[src/rtl/core/assert_macros.svh]
// Assertion macros shared by the RTL of the mip downsampler.
// Depends on nothing; the macros expand to nothing when SYNTHESIS is defined.
`ifndef ASSERT_MACROS_SVH
`define ASSERT_MACROS_SVH
`ifndef SYNTHESIS
`define ASSERT_PROP(lbl, clk, rst, prop, msg) \
   lbl: assert property (@(posedge clk) disable iff (rst) (prop)) else $error(msg);
`define ASSERT_NEVER(lbl, clk, rst, expr, msg) \
   lbl: assert property (@(posedge clk) disable iff (rst) !(expr)) else $error(msg);
`else
`define ASSERT_PROP(lbl, clk, rst, prop, msg)
`define ASSERT_NEVER(lbl, clk, rst, expr, msg)
`endif
`endif

[src/rtl/core/eqmip_pkg.sv]
// Types, codes and the sine table function of the mip downsampler.
// Depends on nothing.
`timescale 1ns / 1ps
`default_nettype none
package eqmip_pkg;

   localparam int MAX_LOG2 = 12;
   localparam int NUM_LANES = 4;
   localparam int WEIGHT_W = 16;
   localparam int SUM_W = 9;
   localparam int NUM_W = 26;
   localparam int DEN_W = 18;

   localparam logic [1:0] REG_MODE = 2'd0;
   localparam logic [1:0] REG_WLOG = 2'd1;
   localparam logic [1:0] REG_HLOG = 2'd2;

   localparam logic [1:0] MODE_POINT = 2'd0;
   localparam logic [1:0] MODE_BOX = 2'd1;
   localparam logic [1:0] MODE_EQUI = 2'd2;

   localparam logic [63:0] Q30_ONE = 64'd1073741824;
   localparam logic [63:0] PI_Q30 = 64'd3373259426;

   typedef struct packed {
      logic [7:0] red_in;
      logic [7:0] green_in;
      logic [7:0] blue_in;
      logic [7:0] alpha_in;
   } pix_in_type;

   typedef struct packed {
      logic [7:0] red_out;
      logic [7:0] green_out;
      logic [7:0] blue_out;
      logic [7:0] alpha_out;
      logic       level_done;
   } mip_out_type;

   typedef enum logic [2:0] {
      S_IDLE, S_W0, S_W1, S_CH, S_MUL, S_DIV, S_WAIT, S_PUSH
   } state_type;

   // Q1.15 value of sin(pi*k/2^bits), evaluated as a Taylor series in Q30.
   function automatic logic [15:0] sine_value(input int unsigned k, input int unsigned bits);
      logic [63:0] full;
      logic [63:0] kk;
      logic [63:0] km;
      logic [63:0] x;
      logic [63:0] x2;
      logic [63:0] t;
      logic [63:0] s;
      full = 64'd1 << bits;
      km = 64'(k) & (full - 64'd1);
      kk = (km > (full >> 1)) ? full - km : km;
      x = (PI_Q30 * kk) >> bits;
      x2 = (x * x) >> 30;
      t = Q30_ONE - x2 / 110;
      t = Q30_ONE - ((x2 * t) >> 30) / 72;
      t = Q30_ONE - ((x2 * t) >> 30) / 42;
      t = Q30_ONE - ((x2 * t) >> 30) / 20;
      t = Q30_ONE - ((x2 * t) >> 30) / 6;
      s = (x * t) >> 30;
      s = (s + 64'd16384) >> 15;
      if (s > 64'd32768) s = 64'd32768;
      return s[15:0];
   endfunction

endpackage
`default_nettype wire

[src/rtl/core/eqmip_divider.sv]
// Restoring divider, one quotient bit per cycle, for the weighted mean.
// Depends on eqmip_pkg for the operand widths and on assert_macros.svh.
`timescale 1ns / 1ps
`default_nettype none
`include "assert_macros.svh"
module eqmip_divider
   import eqmip_pkg::*;
(
   input  wire logic             clock,
   input  wire logic             reset,
   input  wire logic             start,
   input  wire logic [NUM_W-1:0] num,
   input  wire logic [DEN_W-1:0] den,
   output logic                  done_ff,
   output logic      [NUM_W-1:0] quo_ff
);

   localparam int CNT_W = $clog2(NUM_W);

   logic             busy_ff;
   logic [CNT_W-1:0] cnt_ff;
   logic [DEN_W:0]   rem_ff;
   logic [DEN_W-1:0] den_ff;
   logic [DEN_W:0]   rem_sh;
   logic             fits;

   always_comb begin
      rem_sh = {rem_ff[DEN_W-1:0], quo_ff[NUM_W-1]};
      fits = rem_sh >= {1'b0, den_ff};
   end

   always_ff @(posedge clock) begin
      if (reset) begin
         busy_ff <= 1'b0;
         done_ff <= 1'b0;
         cnt_ff <= '0;
      end else begin
         done_ff <= 1'b0;
         if (start) begin
            busy_ff <= 1'b1;
            cnt_ff <= '0;
         end else if (busy_ff) begin
            cnt_ff <= cnt_ff + 1'b1;
            if (cnt_ff == CNT_W'(NUM_W - 1)) begin
               busy_ff <= 1'b0;
               done_ff <= 1'b1;
            end
         end
      end
   end

   always_ff @(posedge clock) begin
      if (start) begin
         rem_ff <= '0;
         quo_ff <= num;
         den_ff <= den;
      end else if (busy_ff) begin
         rem_ff <= fits ? rem_sh - {1'b0, den_ff} : rem_sh;
         quo_ff <= {quo_ff[NUM_W-2:0], fits};
      end
   end

   `ASSERT_PROP(a_start_idle, clock, reset, start |-> !busy_ff, "divider restarted while busy")
   `ASSERT_PROP(a_done_after_busy, clock, reset, done_ff |-> $past(busy_ff), "done without work")
   `ASSERT_PROP(a_cnt_range, clock, reset, busy_ff |-> (cnt_ff < CNT_W'(NUM_W)), "step count overrun")

endmodule
`default_nettype wire

[config.mk]
export PLATFORM = sky130hd
export DESIGN_NAME = eqmip_divider
export DESIGN_NICKNAME = d
export VERILOG_FILES = /design/src/rtl/core/eqmip_pkg.sv /design/src/rtl/core/eqmip_divider.sv
export VERILOG_INCLUDE_DIRS = /design/src /design/src/rtl/core
export SDC_FILE = /design/constraint.sdc
export NUM_CORES = 1
export LEC_CHECK = 0
export BUFFER_PORTS_ARGS = -buffer_cell sky130_fd_sc_hd__buf_4
export CORE_MARGIN = 1
export CORE_UTILIZATION = 50
export DETAILED_ROUTE_END_ITERATION = 10
export GPL_TIMING_DRIVEN = 1
export PLACE_DENSITY = 0.76
export SLEW_MARGIN = 15
export SYNTH_ARGS = -nofsm -noshare
export SYNTH_HDL_FRONTEND = slang
export SYNTH_SLANG_ARGS = --single-unit
[constraint.sdc]
create_clock -name clock -period 2.3 [get_ports clock]
set_clock_uncertainty 0.15 [all_clocks]
set_input_delay 0.115 -clock clock [delete_from_list [all_inputs] [get_ports clock]]
set_output_delay 0.115 -clock clock [all_outputs]
set_load 0.02 [all_outputs]
# Yosys cells after proc, flatten, opt, wreduce, memory -nomap -nowiden
# Cells that the tools add are included.
word_totals:
  regBits: 69
  input_bits: 47
  out_inout_bits: 27
  wordCells: 21
op_classes:
  n_addsub: 2
  order_cmp: 1
  n_eq_ne: 1
  muxes: 7
  bitwise_logic: 1
  reduce_logical: 3
ops:
  columns: ["op", "count"]
  rows:
  - ["2-to-1 mux 26 bit", 2]
  - ["greater-or-equal comparator 19 x 18 -> 1 bit", 1]
  - ["2-to-1 mux 18 bit", 1]
  - ["subtractor 18 bit", 1]
  - ["adder 5 x 1 -> 5 bit (second input constant)", 1]
  - ["== test 5 bit (second input constant)", 1]
  - ["2-to-1 mux 1 bit", 4]
  - ["OR reduction 3 bit", 1]
  - ["nonzero test 2 bit", 1]
  - ["OR reduction 2 bit", 1]
  - ["NOT 1 bit", 1]

# Longest topological paths before layout
# Gate-level depths: netlist of the first run.
depth:
  ltp_word: 4
  depth_mapped: 10
  depth_no_buf: 10

# Worst setup path after synthesis of the first run
# No wires, ideal clock.
synth_timing:
  path_type: "reg-to-reg"
  from: "register quo_ff[25]"
  to: "register rem_ff[14]"
  setup_ps: 129
  arrival_time_ps: 2320
  required_ps: 2021
  path_slack_ps: -299
  stages_incl_launch_ff: 11
  synth_period_minus_slack_ps: 2599
  path_cell_list: "edfxtp_1 -> inv_1 -> ha_1 -> inv_1 -> fa_1 -> a211oi_1 -> o21ai_0 -> a2111oi_0 -> nor4b_1 -> o211ai_1 -> o211ai_1"
synth_between:
  elab_chain_len: 2
  elab_cells_between_ends: 3
  classes_between: "add/sub (1); order compare (1); mux (1)"
synth_rtl:
  columns: ["element", "line", "source"]
  rows:
  - ["start, declared", "eqmip_divider.sv:15", "output logic [NUM_W-1:0] quo_ff"]
  - ["start signal, assigned", "eqmip_divider.sv:55", "quo_ff <= num;"]
  - ["start signal, assigned", "eqmip_divider.sv:59", "quo_ff <= {quo_ff[NUM_W-2:0], fits};"]
  - ["subtractor 18 bit / greater-or-equal comparator 19 x 18 -> 1 bit (equally long branches)", "eqmip_divider.sv:58, eqmip_divider.sv:29", null]
  - ["2-to-1 mux 18 bit (*)", "eqmip_divider.sv:58", "rem_ff <= fits ? rem_sh - {1'b0, den_ff} : rem_sh;"]
  - ["end signal, assigned", "eqmip_divider.sv:58", null]
  - ["end, declared", "eqmip_divider.sv:22", "logic [DEN_W:0] rem_ff;"]
# Every way passes the cells marked *; elsewhere a longest branch is shown, timed or not.
# A chain may end at the register's enable or synchronous reset.

# Worst setup path after layout of the first run
layout_timing:
  from: "register den_ff[2]"
  to: "register rem_ff[13]"
layout_between:
  elab_chain_len: 2
  elab_cells_between_ends: 3
  classes_between: "add/sub (1); order compare (1); mux (1)"
layout_rtl:
  columns: ["element", "line", "source"]
  rows:
  - ["start, declared", "eqmip_divider.sv:23", "logic [DEN_W-1:0] den_ff;"]
  - ["start signal, assigned", "eqmip_divider.sv:56", "den_ff <= den;"]
  - ["subtractor 18 bit / greater-or-equal comparator 19 x 18 -> 1 bit (equally long branches)", "eqmip_divider.sv:58, eqmip_divider.sv:29", null]
  - ["2-to-1 mux 18 bit (*)", "eqmip_divider.sv:58", null]
# Marks and branches as above.

==> results of run 1 <==
layout make-up:
cell class / count / area share
multi-input cells: 261 / 0.357
clock buffers: 9 / 0.0197
repair buffers: 219 / 0.291
flip-flops and latches: 69 / 0.290
well taps: 99 / 0.0197
clock inverters: 7 / 0.00877
inverters: 23 / 0.0138
stage by stage:
stage | utilization | hold slack [ns] | power [mW] | instances | TNS (ns)
4_1_cts | 0.821 | 0.0854 | 3.18 | 680 | -1.93
2_1_floorplan | - | 0.0374 | 1.84 | 374 | -0.271
5_1_grt | 0.852 | 0.0853 | 3.47 | 687 | -7.66
6_report | 0.852 | 0.0851 | 3.39 | 687 | -5.98
3_3_place_gp | 0.685 | 0.132 | 2.13 | 602 | -1.82
3_5_place_dp | 0.685 | 0.136 | 2.15 | 602 | -2.39
cells in the mapped netlist, drive strengths merged (3+ instances only):
cell type / n
edfxtp: 44
nand2: 42
mux2: 27
dfxtp: 25
nor2: 25
inv: 23
a21oi: 20
ha: 20
o211ai: 19
o21ai: 14
buf: 11
xnor2: 11
clkbuf: 10
or3: 7
nand3: 6
o31a: 6
nand4: 5
o31ai: 5
xor2: 5
a211oi: 4
nor3: 4
a211o: 3
and3: 3
nand2b: 3
nor4: 3
or2: 3
power groups by stage:
stage          registers (mW)  clock network, mW  logic, mW
6_report                 1.48              0.971      0.941
5_1_grt                  1.49               1.02      0.972
4_1_cts                  1.46              0.940      0.783
3_5_place_dp             1.48                  0      0.663
3_3_place_gp             1.48                  0      0.647
2_1_floorplan            1.54                  0      0.295
registers in the layout, summed over array words and instances, names as in the netlist:
signal	cells
busy_ff	1
cnt_ff	5
den_ff	18
done_ff	1
quo_ff	26
rem_ff	18
routing by layer:
layer / routed length, um / GRT usage / part of all wire
met2: 8050 / 0.644 / 0.46
met5: 0 / 0 / 0
met3: 1870 / 0.105 / 0.11
met1: 5870 / 0.387 / 0.34
met4: 1720 / 0.251 / 0.098
worst paths after layout:
kind	startpoint	cells after the start	slack (ns)	end
worst max register to register	den_ff[2]	11	-0.51	rem_ff[13]
worst min-delay path	start	1	0.09	den_ff[6]
worst max-delay path	den_ff[2]	11	-0.51	rem_ff[13]
worst min register to register	cnt_ff[4]	2	0.41	cnt_ff[4]
cells in the final DEF, fill, tap and decap left out, types with 7 or more instances in the layout:
cell type      count
nand2_1           41
buf_4            159
o21ai_0            9
a21oi_1           15
edfxtp_1          44
inv_1             16
inv_2              7
clkbuf_8           9
o211ai_1          19
dlygate4sd3_1     45
xnor2_1           10
buf_6             12
ha_4              13
mux2_2            26
nor2_1            23
ha_1               7
dfxtp_1           25
cell families after synthesis:
kind of cell / after synthesis
AND/OR/NAND/NOR: 107
AO/OA/AOI/OAI: 89
flip-flops: 69
buffers and inverters: 44
multiplexers: 28
adder cells (fa/ha/maj): 21
XOR/XNOR: 16
worst register-to-register path, stage by stage (launching register included):
cell and delay (ns):
edfxtp_1 0.37, inv_1 0.12, ha_4 0.33, nand3_1 0.15, nor3_2 0.26, nor2b_1 0.11
o31ai_4 0.34, buf_6 0.17, buf_4 0.12, buf_6 0.10, nor2_4 0.05, o31ai_1 0.37
timing repair:
action / 4_1_cts / 5_1_grt
cloned: 1 / 0
pin swaps: 22 / 20
endpoints found under the setup margin: 19 / 19
endpoints found under the hold margin: 51 / 0
setup buffers: 17 / 9
resized for setup: 42 / 28
hold buffers: 45 / 0
==> metrics.cfg, run 1 <==
[logic_synthesis]
async_reset_ff_frac=0
synth_compound_area_frac=0.164
yosys.area.top_type=edfxtp_1
synth_edf_count=44
synth_top_family_by_area=compound AO/OA/AOI/OAI gates
syn_avg_cell_area_um2=10.3
yosys.area_share.simple=0.128
synth_adder_area_share=0.0699
syn_area_mm2=0.00387
muxShareOfSynthArea=0.0812
ys.flop_type=edfxtp_1
synth-seq-cells=69
yosysWarnings=0
synth.top_cell.area_share=0.342
syn_inst=374
seq_area_frac_synth=0.471
synth_cell_type_count=54
synthTopCellsByArea=edfxtp_1 34%, dfxtp_1 13%, mux2_2 7.9%
syn-num-nets=442
synthXorXnorAreaFrac=0.0362

[placed_design]
dpl_cell_area_mm2=0.00505
dp_hpwl_mm=7.38
io_buffers=73
pre_cts_ws_ns=-0.218
place.gp.congestion=0.961

[sta]
hold_viol=0
relSlewSlack=0.599
rsz0062_at_grt=true
setup-violations-final=19
drv_slew=0
finalCriticalPeriod_ns=2.81
max_slew.worst_pin.slew_ns=0.598
min_period_over_period=1.22
setup_ws_ns=-0.509
fmax_mhz=356

[cells_and_area]
regArea_mm2=0.00182
fillers=304
area_growth_pct=62.3
antennaDiodeCount=0
final_layout_size_suffix_gt1_frac=0.457
multi_input_area_mm2=0.00224
layout.nets=651
finish.instance_area_mm2=0.00628

[power]
p_comb_frac=0.277
power.share.clock=0.286
switching_share=0.329
p_int_mw=2.28
pwr_density_cell_mw_per_mm2=540
leakagePower_nw=2.57
ir_drop_uv=444
seqPwrFrac=0.437
switchingPower_mw=1.12

[global_route]
grt_overflow=0
grt_pass1_vias=4625
grt_pass1_wl_mm=23.0
grt_usage=0.370
antenna_found_initial=0
grt_max_degree=37

[clock_tree]
cts_made_buffers=9
htree_levels=3
path_clk_slew_ns=0.09
tritoncts=built
clockBufferDepth=2
clk_latency_ns=0.37
clock_sinks=69
cts-root-buf=clkbuf_8

[worst_setup_path]
worstSetupPathType=flip-flop to flip-flop
path_max_fanout=4
cp_slowest_stage_delay_ns=0.37
crit_arrival_ns=2.87
crit_path_start_kind=flip-flop
worstSetupEndpointType=flip-flop
critPathTopFamily=compound AO/OA/AOI/OAI gates
crit_path_cell_trace=inv_1 -> ha_4 -> nand3_1 -> nor3_2 -> nor2b_1 -> o31ai_4 -> buf_6 -> buf_4 -> buf_6 -> nor2_4 -> o31ai_1
slowest_stage=edfxtp_1
worst-path-buf-inv=4
cpMostUsedCell=buf_6
crit_required_ns=2.36

[route]
drt-wirelength-per-cell_um=25.5
antenna_left=0
dr_total_vias=4531
vias_per_cell=6.60
remaining_drc_errors=0
wl_mm=17.5
drtPass1Iterations=7
first_iter_violations=658

[floorplanning]
initial_utilization=0.525
die_y_um=90.0
core.rowCount=31
core_area_mm2=0.00737
fp.dieArea_mm2=0.00809
io_pins=74
die_x_um=90.0

[min_path]
hold_class=primary input to flip-flop

[status]
violations=negative setup slack
status=complete, but fails checks

[job]
maxCapViolCount=0

No activity file was read; power rests on OpenSTA's default activity.
==> inputs of run 2 (changes only) <==
--- a/config.mk
+++ b/config.mk
@@ -6,12 +6,15 @@
 export SDC_FILE = /design/constraint.sdc
 export NUM_CORES = 1
 export LEC_CHECK = 0
+export ABC_AREA = 1
 export BUFFER_PORTS_ARGS = -buffer_cell sky130_fd_sc_hd__buf_4
+export CELL_PAD_IN_SITES_DETAIL_PLACEMENT = 0
+export CELL_PAD_IN_SITES_GLOBAL_PLACEMENT = 1
 export CORE_MARGIN = 1
-export CORE_UTILIZATION = 50
+export CORE_UTILIZATION = 37
 export DETAILED_ROUTE_END_ITERATION = 10
 export GPL_TIMING_DRIVEN = 1
-export PLACE_DENSITY = 0.76
+export PLACE_DENSITY_LB_ADDON = 0.1
 export SLEW_MARGIN = 15
 export SYNTH_ARGS = -nofsm -noshare
 export SYNTH_HDL_FRONTEND = slang
==> run 2 against run 1 <==
Net effect:
- the run now ends clean
- utilization fell by 31 points
- clock-buffer cell count increased by 3
- total power is 12% lower
- die area increased by 41%
- critical path depth shrank 1
- global-route usage fell by 18 points
- maximum frequency up 31%
- sequential share of layout area grew 3.4 points
- synthesized cell count increased by 42%
- cell count grew 18%
- critical path type unchanged
- largest cell class unchanged
- highest routed layer unchanged
==> metrics.cfg, run 2 <==
[worst_setup_path]
path_max_fanout=8  ; +4
slowest_stage=ha_2
crit_required_ns=2.36  ; about the same
critPathTopFamily=simple AND/OR/NAND/NOR gates
cp_slowest_stage_delay_ns=0.37  ; about the same
worstSetupPathType=flip-flop to flip-flop
worst-path-buf-inv=2  ; -2
crit_path_cell_trace=inv_1 -> ha_2 -> nand2_1 -> nor2_2 -> nand2_1 -> nor2_2 -> nand2_1 -> and2_4 -> buf_4 -> a31oi_1
worstSetupEndpointType=flip-flop
crit_path_start_kind=flip-flop
cpMostUsedCell=nand2_1
crit_arrival_ns=2.20  ; -0.67 ns

[placed_design]
io_buffers=73  ; unchanged
placedCellCount=736  ; +22%
pre_cts_ws_ns=0.106  ; +0.323 ns
dp_hpwl_mm=6.87  ; -6.9%
place.gp.congestion=0.820  ; -15%

[floorplanning]
io_pins=74  ; unchanged
die_x_um=107  ; +19%
fp.dieArea_mm2=0.0114  ; +41%
die_y_um=107  ; +19%
core.rowCount=37  ; +19%
core_area_mm2=0.0105  ; +42%
initial_utilization=0.388  ; -0.137

[logic_synthesis]
synth.top_cell.area_share=0.326  ; -0.0159
async_reset_ff_frac=0  ; unchanged
syn-num-nets=598  ; +35%
synth-seq-cells=69  ; unchanged
synth_compound_area_frac=0.0435  ; -0.120
synth_top_family_by_area=simple AND/OR/NAND/NOR gates
muxShareOfSynthArea=0  ; -0.0812
ys.flop_type=edfxtp_1
syn_inst=530  ; +42%
synth_common_cells=211 x nand2_1, 77 x inv_1, 44 x edfxtp_1, 34 x nand3_1, 30 x nor2_1
synthTopCellsByArea=edfxtp_1 33%, nand2_1 20%, dfxtp_1 12%
yosys.area_share.simple=0.329  ; +0.201
synth_adder_area_share=0.0666  ; -0.00325
seq_area_frac_synth=0.449  ; -0.0219
syn_avg_cell_area_um2=7.65  ; -26%
yosysWarnings=0  ; unchanged
synth.most_common_cell=nand2_1
yosys.area.top_type=edfxtp_1
synth_edf_count=44  ; unchanged
synth_cell_type_count=39  ; -28%
synthXorXnorAreaFrac=0.0151  ; -0.0211
syn_area_mm2=0.00406  ; +4.9%

[cells_and_area]
final_layout_size_suffix_gt1_frac=0.211  ; -0.246
layout.nets=736  ; +13%
stdcell_count=809  ; +18%
final_common_cell=nand2_1
top_regs=quo_ff x26, den_ff x18, rem_ff x18
most-common-layout-cells=207 x nand2_1, 89 x buf_4, 77 x inv_1
utilization=0.537  ; -0.315
top_register=quo_ff
area_growth_pct=38.5
largest_reg_flops=26  ; unchanged
antennaDiodeCount=0  ; unchanged

[sta]
max_slew.worst_pin.slew_ns=0.467  ; -0.131 ns
finalCriticalPeriod_ns=2.14  ; -0.666 ns
relSlewSlack=0.688  ; +0.0887
hold_viol=0  ; unchanged
fmax_mhz=467  ; +31%
setup_tns_ns=0  ; +5.98 ns
drv_slew=0  ; unchanged
setup_ws_ns=0.157  ; +0.666 ns
setup-violations-final=0  ; -19
min_period_over_period=0.932  ; -0.290

[route]
met2WireLength_mm=4.79  ; -41%
dr.max_layer_used=met4
remaining_drc_errors=0  ; unchanged
wl_met1_mm=4.70  ; -20%
met3WireLength_um=553  ; -70%
antenna_left=0  ; unchanged
vias_per_cell=4.55  ; -31%
wl_mm=10.1  ; -42%
drtPass1Iterations=4  ; -3
first_iter_violations=166  ; -75%
drt-wirelength-per-cell_um=12.5  ; -51%
dr_total_vias=3683  ; -19%

[min_path]
hold_class=flip-flop to flip-flop

[power]
power.share.clock=0.330  ; +0.044
p_int_mw=2.17  ; -4.6%
pwr_density_cell_mw_per_mm2=532  ; -1.6%
p_total_mw=2.99  ; -12%
switchingPower_mw=0.815  ; -27%
leakagePower_nw=2.77  ; +7.6%
switching_share=0.273  ; -0.0561
seqPwrFrac=0.486  ; +0.049
p_comb_frac=0.184  ; -0.093
ir_drop_uv=397  ; -11%

[global_route]
grt_pass1_wl_mm=16.6  ; -28%
grt_overflow=0  ; unchanged
grt_usage=0.190  ; -0.179
grt_pass1_vias=3511  ; -24%
antenna_found_initial=0  ; unchanged
grt_max_degree=31  ; -16%

[clock_tree]
tritoncts=built
clk_latency_ns=0.36  ; about the same
clock_sinks=69  ; unchanged
path_clk_slew_ns=0.08  ; about the same
cts-root-buf=clkbuf_8
htree_levels=3  ; unchanged
cts_made_buffers=9  ; unchanged
clockBufferDepth=2  ; unchanged

[status]
status=completed

[job]
maxCapViolCount=0  ; unchanged

## run 2: repair_timing
action,4_1_cts,5_1_grt
hold buffers,46,0
endpoints found under the hold margin,57,0
setup buffers,0,9
gates resized for setup,0,21
endpoints found under the setup margin,0,17
## run 2: power by group through the flow
stage,sequential [mW],combinational [mW],clock [mW]
2_1_floorplan,1.53,0.211,0
3_3_place_gp,1.48,0.474,0
3_5_place_dp,1.47,0.475,0
4_1_cts,1.45,0.537,1.03
5_1_grt,1.46,0.609,1.07
6_report,1.45,0.550,0.987
## run 2: worst min-delay path: cells and delay by family, from the launching register on
kind / cells / cell delay [ns]
simple gates: 2 / 0.11
flops: 1 / 0.32
## run 2: worst paths after layout
check / startpoint / endpoint / slack (ns) / depth (start not counted)
setup / recovery: den_ff[13] / quo_ff[0] / 0.16 / 10
hold / removal: rem_ff[15] / rem_ff[15] / 0.32 / 2
setup reg to reg: den_ff[13] / quo_ff[0] / 0.16 / 10
hold reg to reg: rem_ff[15] / rem_ff[15] / 0.32 / 2
## run 2: kinds of logic after synthesis
family          after synthesis
simple gates                308
buf+inv                      93
flops                        69
compound gates               32
fa+ha+maj                    21
xor+xnor                      7
## run 2: routing by layer
| layer | track usage | vias to the layer above |
|---|---|---|
| met3 | 0.0650 | 5 |
| met5 | 0 | - |
| met4 | 0.0499 | 0 |
| met2 | 0.322 | 86 |
| li1 | - | 1953 |
| met1 | 0.231 | 1639 |
## run 2: final cells by class
class,count,area [um2]
multi-input combinational,370,1950
fill,1004,4840
clock buffer,12,135
timing repair buffer,138,1190
inverter,80,300
clock inverter,4,50.0
tap,136,170
sequential,69,1820
## run 2: per-stage QoR
step / hold slack, ns / area [um2]
2_1_floorplan: 0.0639 / 4060
3_3_place_gp: 0.143 / 4800
3_5_place_dp: 0.144 / 4800
4_1_cts: 0.292 / 5440
5_1_grt: 0.294 / 5620
6_report: 0.319 / 5620
==> inputs of run 3 (changes only) <==
--- a/config.mk
+++ b/config.mk
@@ -15,6 +15,7 @@
 export DETAILED_ROUTE_END_ITERATION = 10
 export GPL_TIMING_DRIVEN = 1
 export PLACE_DENSITY_LB_ADDON = 0.1
+export REMOVE_ABC_BUFFERS = 1
 export SLEW_MARGIN = 15
 export SYNTH_ARGS = -nofsm -noshare
 export SYNTH_HDL_FRONTEND = slang
==> run 3 against run 2 <==
Net effect:
- sequential power about the same
- critical path type unchanged
- critical endpoint is now rem_ff[6]
- total power down 1.8%
- worst setup slack worse by 0.024 ns
- utilization down 0.90 points
==> metrics.cfg, run 3 (synthesis results as in run 2) <==
[cells_and_area]
top_regs=quo_ff x26, den_ff x18, rem_ff x18
layout.nets=731  ; -0.68%
fillers=1034  ; +3.0%
most-common-layout-cells=208 x nand2_1, 86 x buf_4, 77 x inv_1
largest_reg_flops=26  ; unchanged
area_growth_pct=36.2
top_register=quo_ff
antennaDiodeCount=0  ; unchanged
utilization=0.528  ; -0.00897
finish.instance_area_mm2=0.00553  ; -1.7%
final_common_cell=nand2_1
final_layout_size_suffix_gt1_frac=0.198  ; -0.0134

[min_path]
hold_class=primary input to flip-flop

[sta]
setup-violations-final=0  ; unchanged
whs_ns=0.326  ; +0.00695 ns
drv_slew=0  ; unchanged
fmax_mhz=462  ; -1.1%
max_slew.worst_pin.slew_ns=0.541  ; +0.0736 ns
hold_viol=0  ; unchanged
setup_ws_ns=0.133  ; -0.0242 ns
finalCriticalPeriod_ns=2.17  ; +0.0242 ns
relSlewSlack=0.640  ; -0.0486
rsz0062_at_grt=false
min_period_over_period=0.942  ; +0.0105
setup_tns_ns=0  ; unchanged

[clock_tree]
cts-root-buf=clkbuf_8
clock_sinks=69  ; unchanged
path_clk_slew_ns=0.09  ; about the same
clockBufferDepth=2  ; unchanged
htree_levels=3  ; unchanged
tritoncts=built
cts_made_buffers=9  ; unchanged
clk_latency_ns=0.36  ; about the same

[global_route]
antenna_found_initial=0  ; unchanged
grt_max_degree=43  ; +39%
grt_overflow=0  ; unchanged
grt_pass1_vias=3684  ; +4.9%
grt_pass1_wl_mm=16.9  ; +1.2%
grt_usage=0.189  ; -0.00159

[route]
drtPass1Iterations=4  ; unchanged
antenna_left=0  ; unchanged
dr_total_vias=3676  ; -0.19%
wl_mm=10.4  ; +2.1%
drt-wirelength-per-cell_um=12.9  ; +2.7%
remaining_drc_errors=0  ; unchanged
first_iter_violations=156  ; -6.0%
vias_per_cell=4.57  ; +0.43%

[power]
pwr_density_cell_mw_per_mm2=531  ; -0.18%
leakagePower_nw=2.74  ; -0.89%
ir_drop_uv=272  ; -31%

[worst_setup_path]
cp_slowest_stage_delay_ns=0.39  ; +0.02 ns
path_max_fanout=3  ; -5
cpMostUsedCell=inv_1
crit_arrival_ns=2.27  ; +0.07 ns
slowest_stage=edfxtp_1
crit_path_start_kind=flip-flop
worst-path-buf-inv=4  ; +2
worstSetupEndpointType=flip-flop
crit_path_cell_trace=inv_1 -> ha_1 -> inv_1 -> fa_2 -> inv_1 -> nor2_4 -> nor2_4 -> o21bai_4 -> buf_4 -> xnor2_1 -> nand2_1 -> nand3_1 -> o21ai_0
worstSetupPathType=flip-flop to flip-flop
crit_required_ns=2.40  ; +0.04 ns
critPathTopFamily=adder cells

[placed_design]
io_buffers=73  ; unchanged
dp_hpwl_mm=6.95  ; +1.2%
place.gp.congestion=0.831  ; +1.4%
dpl_cell_area_mm2=0.00477  ; -0.52%
pre_cts_ws_ns=-0.0493  ; -0.155 ns

[floorplanning]
die_y_um=107  ; unchanged
initial_utilization=0.388  ; unchanged
core_area_mm2=0.0105  ; unchanged
fp.dieArea_mm2=0.0114  ; unchanged
io_pins=74  ; unchanged
die_x_um=107  ; unchanged
core.rowCount=37  ; unchanged

[status]
status=completed

[job]
maxCapViolCount=0  ; unchanged

## run 3: cell types whose count changed in the layout (fill, tap and decap cells not counted), sizes merged
cell    change
buf         -4
bufinv      -1
clkbuf      -2
clkinv      +1
inv         +2
nand2       -1
## run 3: worst paths after layout
path	startpoint	to	slack (ns)	cells past startpoint
setup / recovery	quo_ff[25]	rem_ff[6]	0.13	13
hold / removal	den[5]	den_ff[5]	0.33	2
setup reg to reg	quo_ff[25]	rem_ff[6]	0.13	13
hold reg to reg	rem_ff[10]	rem_ff[10]	0.33	2
## run 3: area by class of cell
class	instances	area [um2]	area share
Multi-Input combinational cell	369	1910	0.346
Sequential cell	69	1820	0.330
Timing Repair Buffer	134	1150	0.207
Inverter	80	300	0.0543
Tap cell	136	170	0.0308
Clock buffer	10	128	0.0231
Clock inverter	6	46.3	0.00838
## run 3: report_power, final
group	internal (mW)	switching (mW)	total, mW
sequential	1.41	0.0423	1.45
combinational	0.256	0.290	0.546
clock	0.400	0.534	0.934
total	2.07	0.866	2.93
## run 3: layer usage
| layer | track usage | up-vias | routed length, um |
|---|---|---|---|
| met4 | 0.0538 | 0 | 80 |
| met5 | 0 | - | 0 |
| met2 | 0.319 | 68 | 4840 |
| li1 | - | 1941 | - |
| met3 | 0.0389 | 7 | 375 |
| met1 | 0.243 | 1660 | 5050 |
## run 3: through the flow
step | std cells | total power [mW]
after CTS | 798 | 2.94
after detailed placement | 736 | 1.95
final | 804 | 2.93
after floorplan | 517 | 1.73
after global placement | 736 | 1.95
after global routing | 804 | 3.07
## run 3: repair_timing
item	CTS	global route
cloned	0	1
hold buffers	46	0
pin swaps	1	4
setup endpoints to repair	3	17
hold endpoints to repair	50	0
gates resized for setup	3	14
buffers inserted	0	5
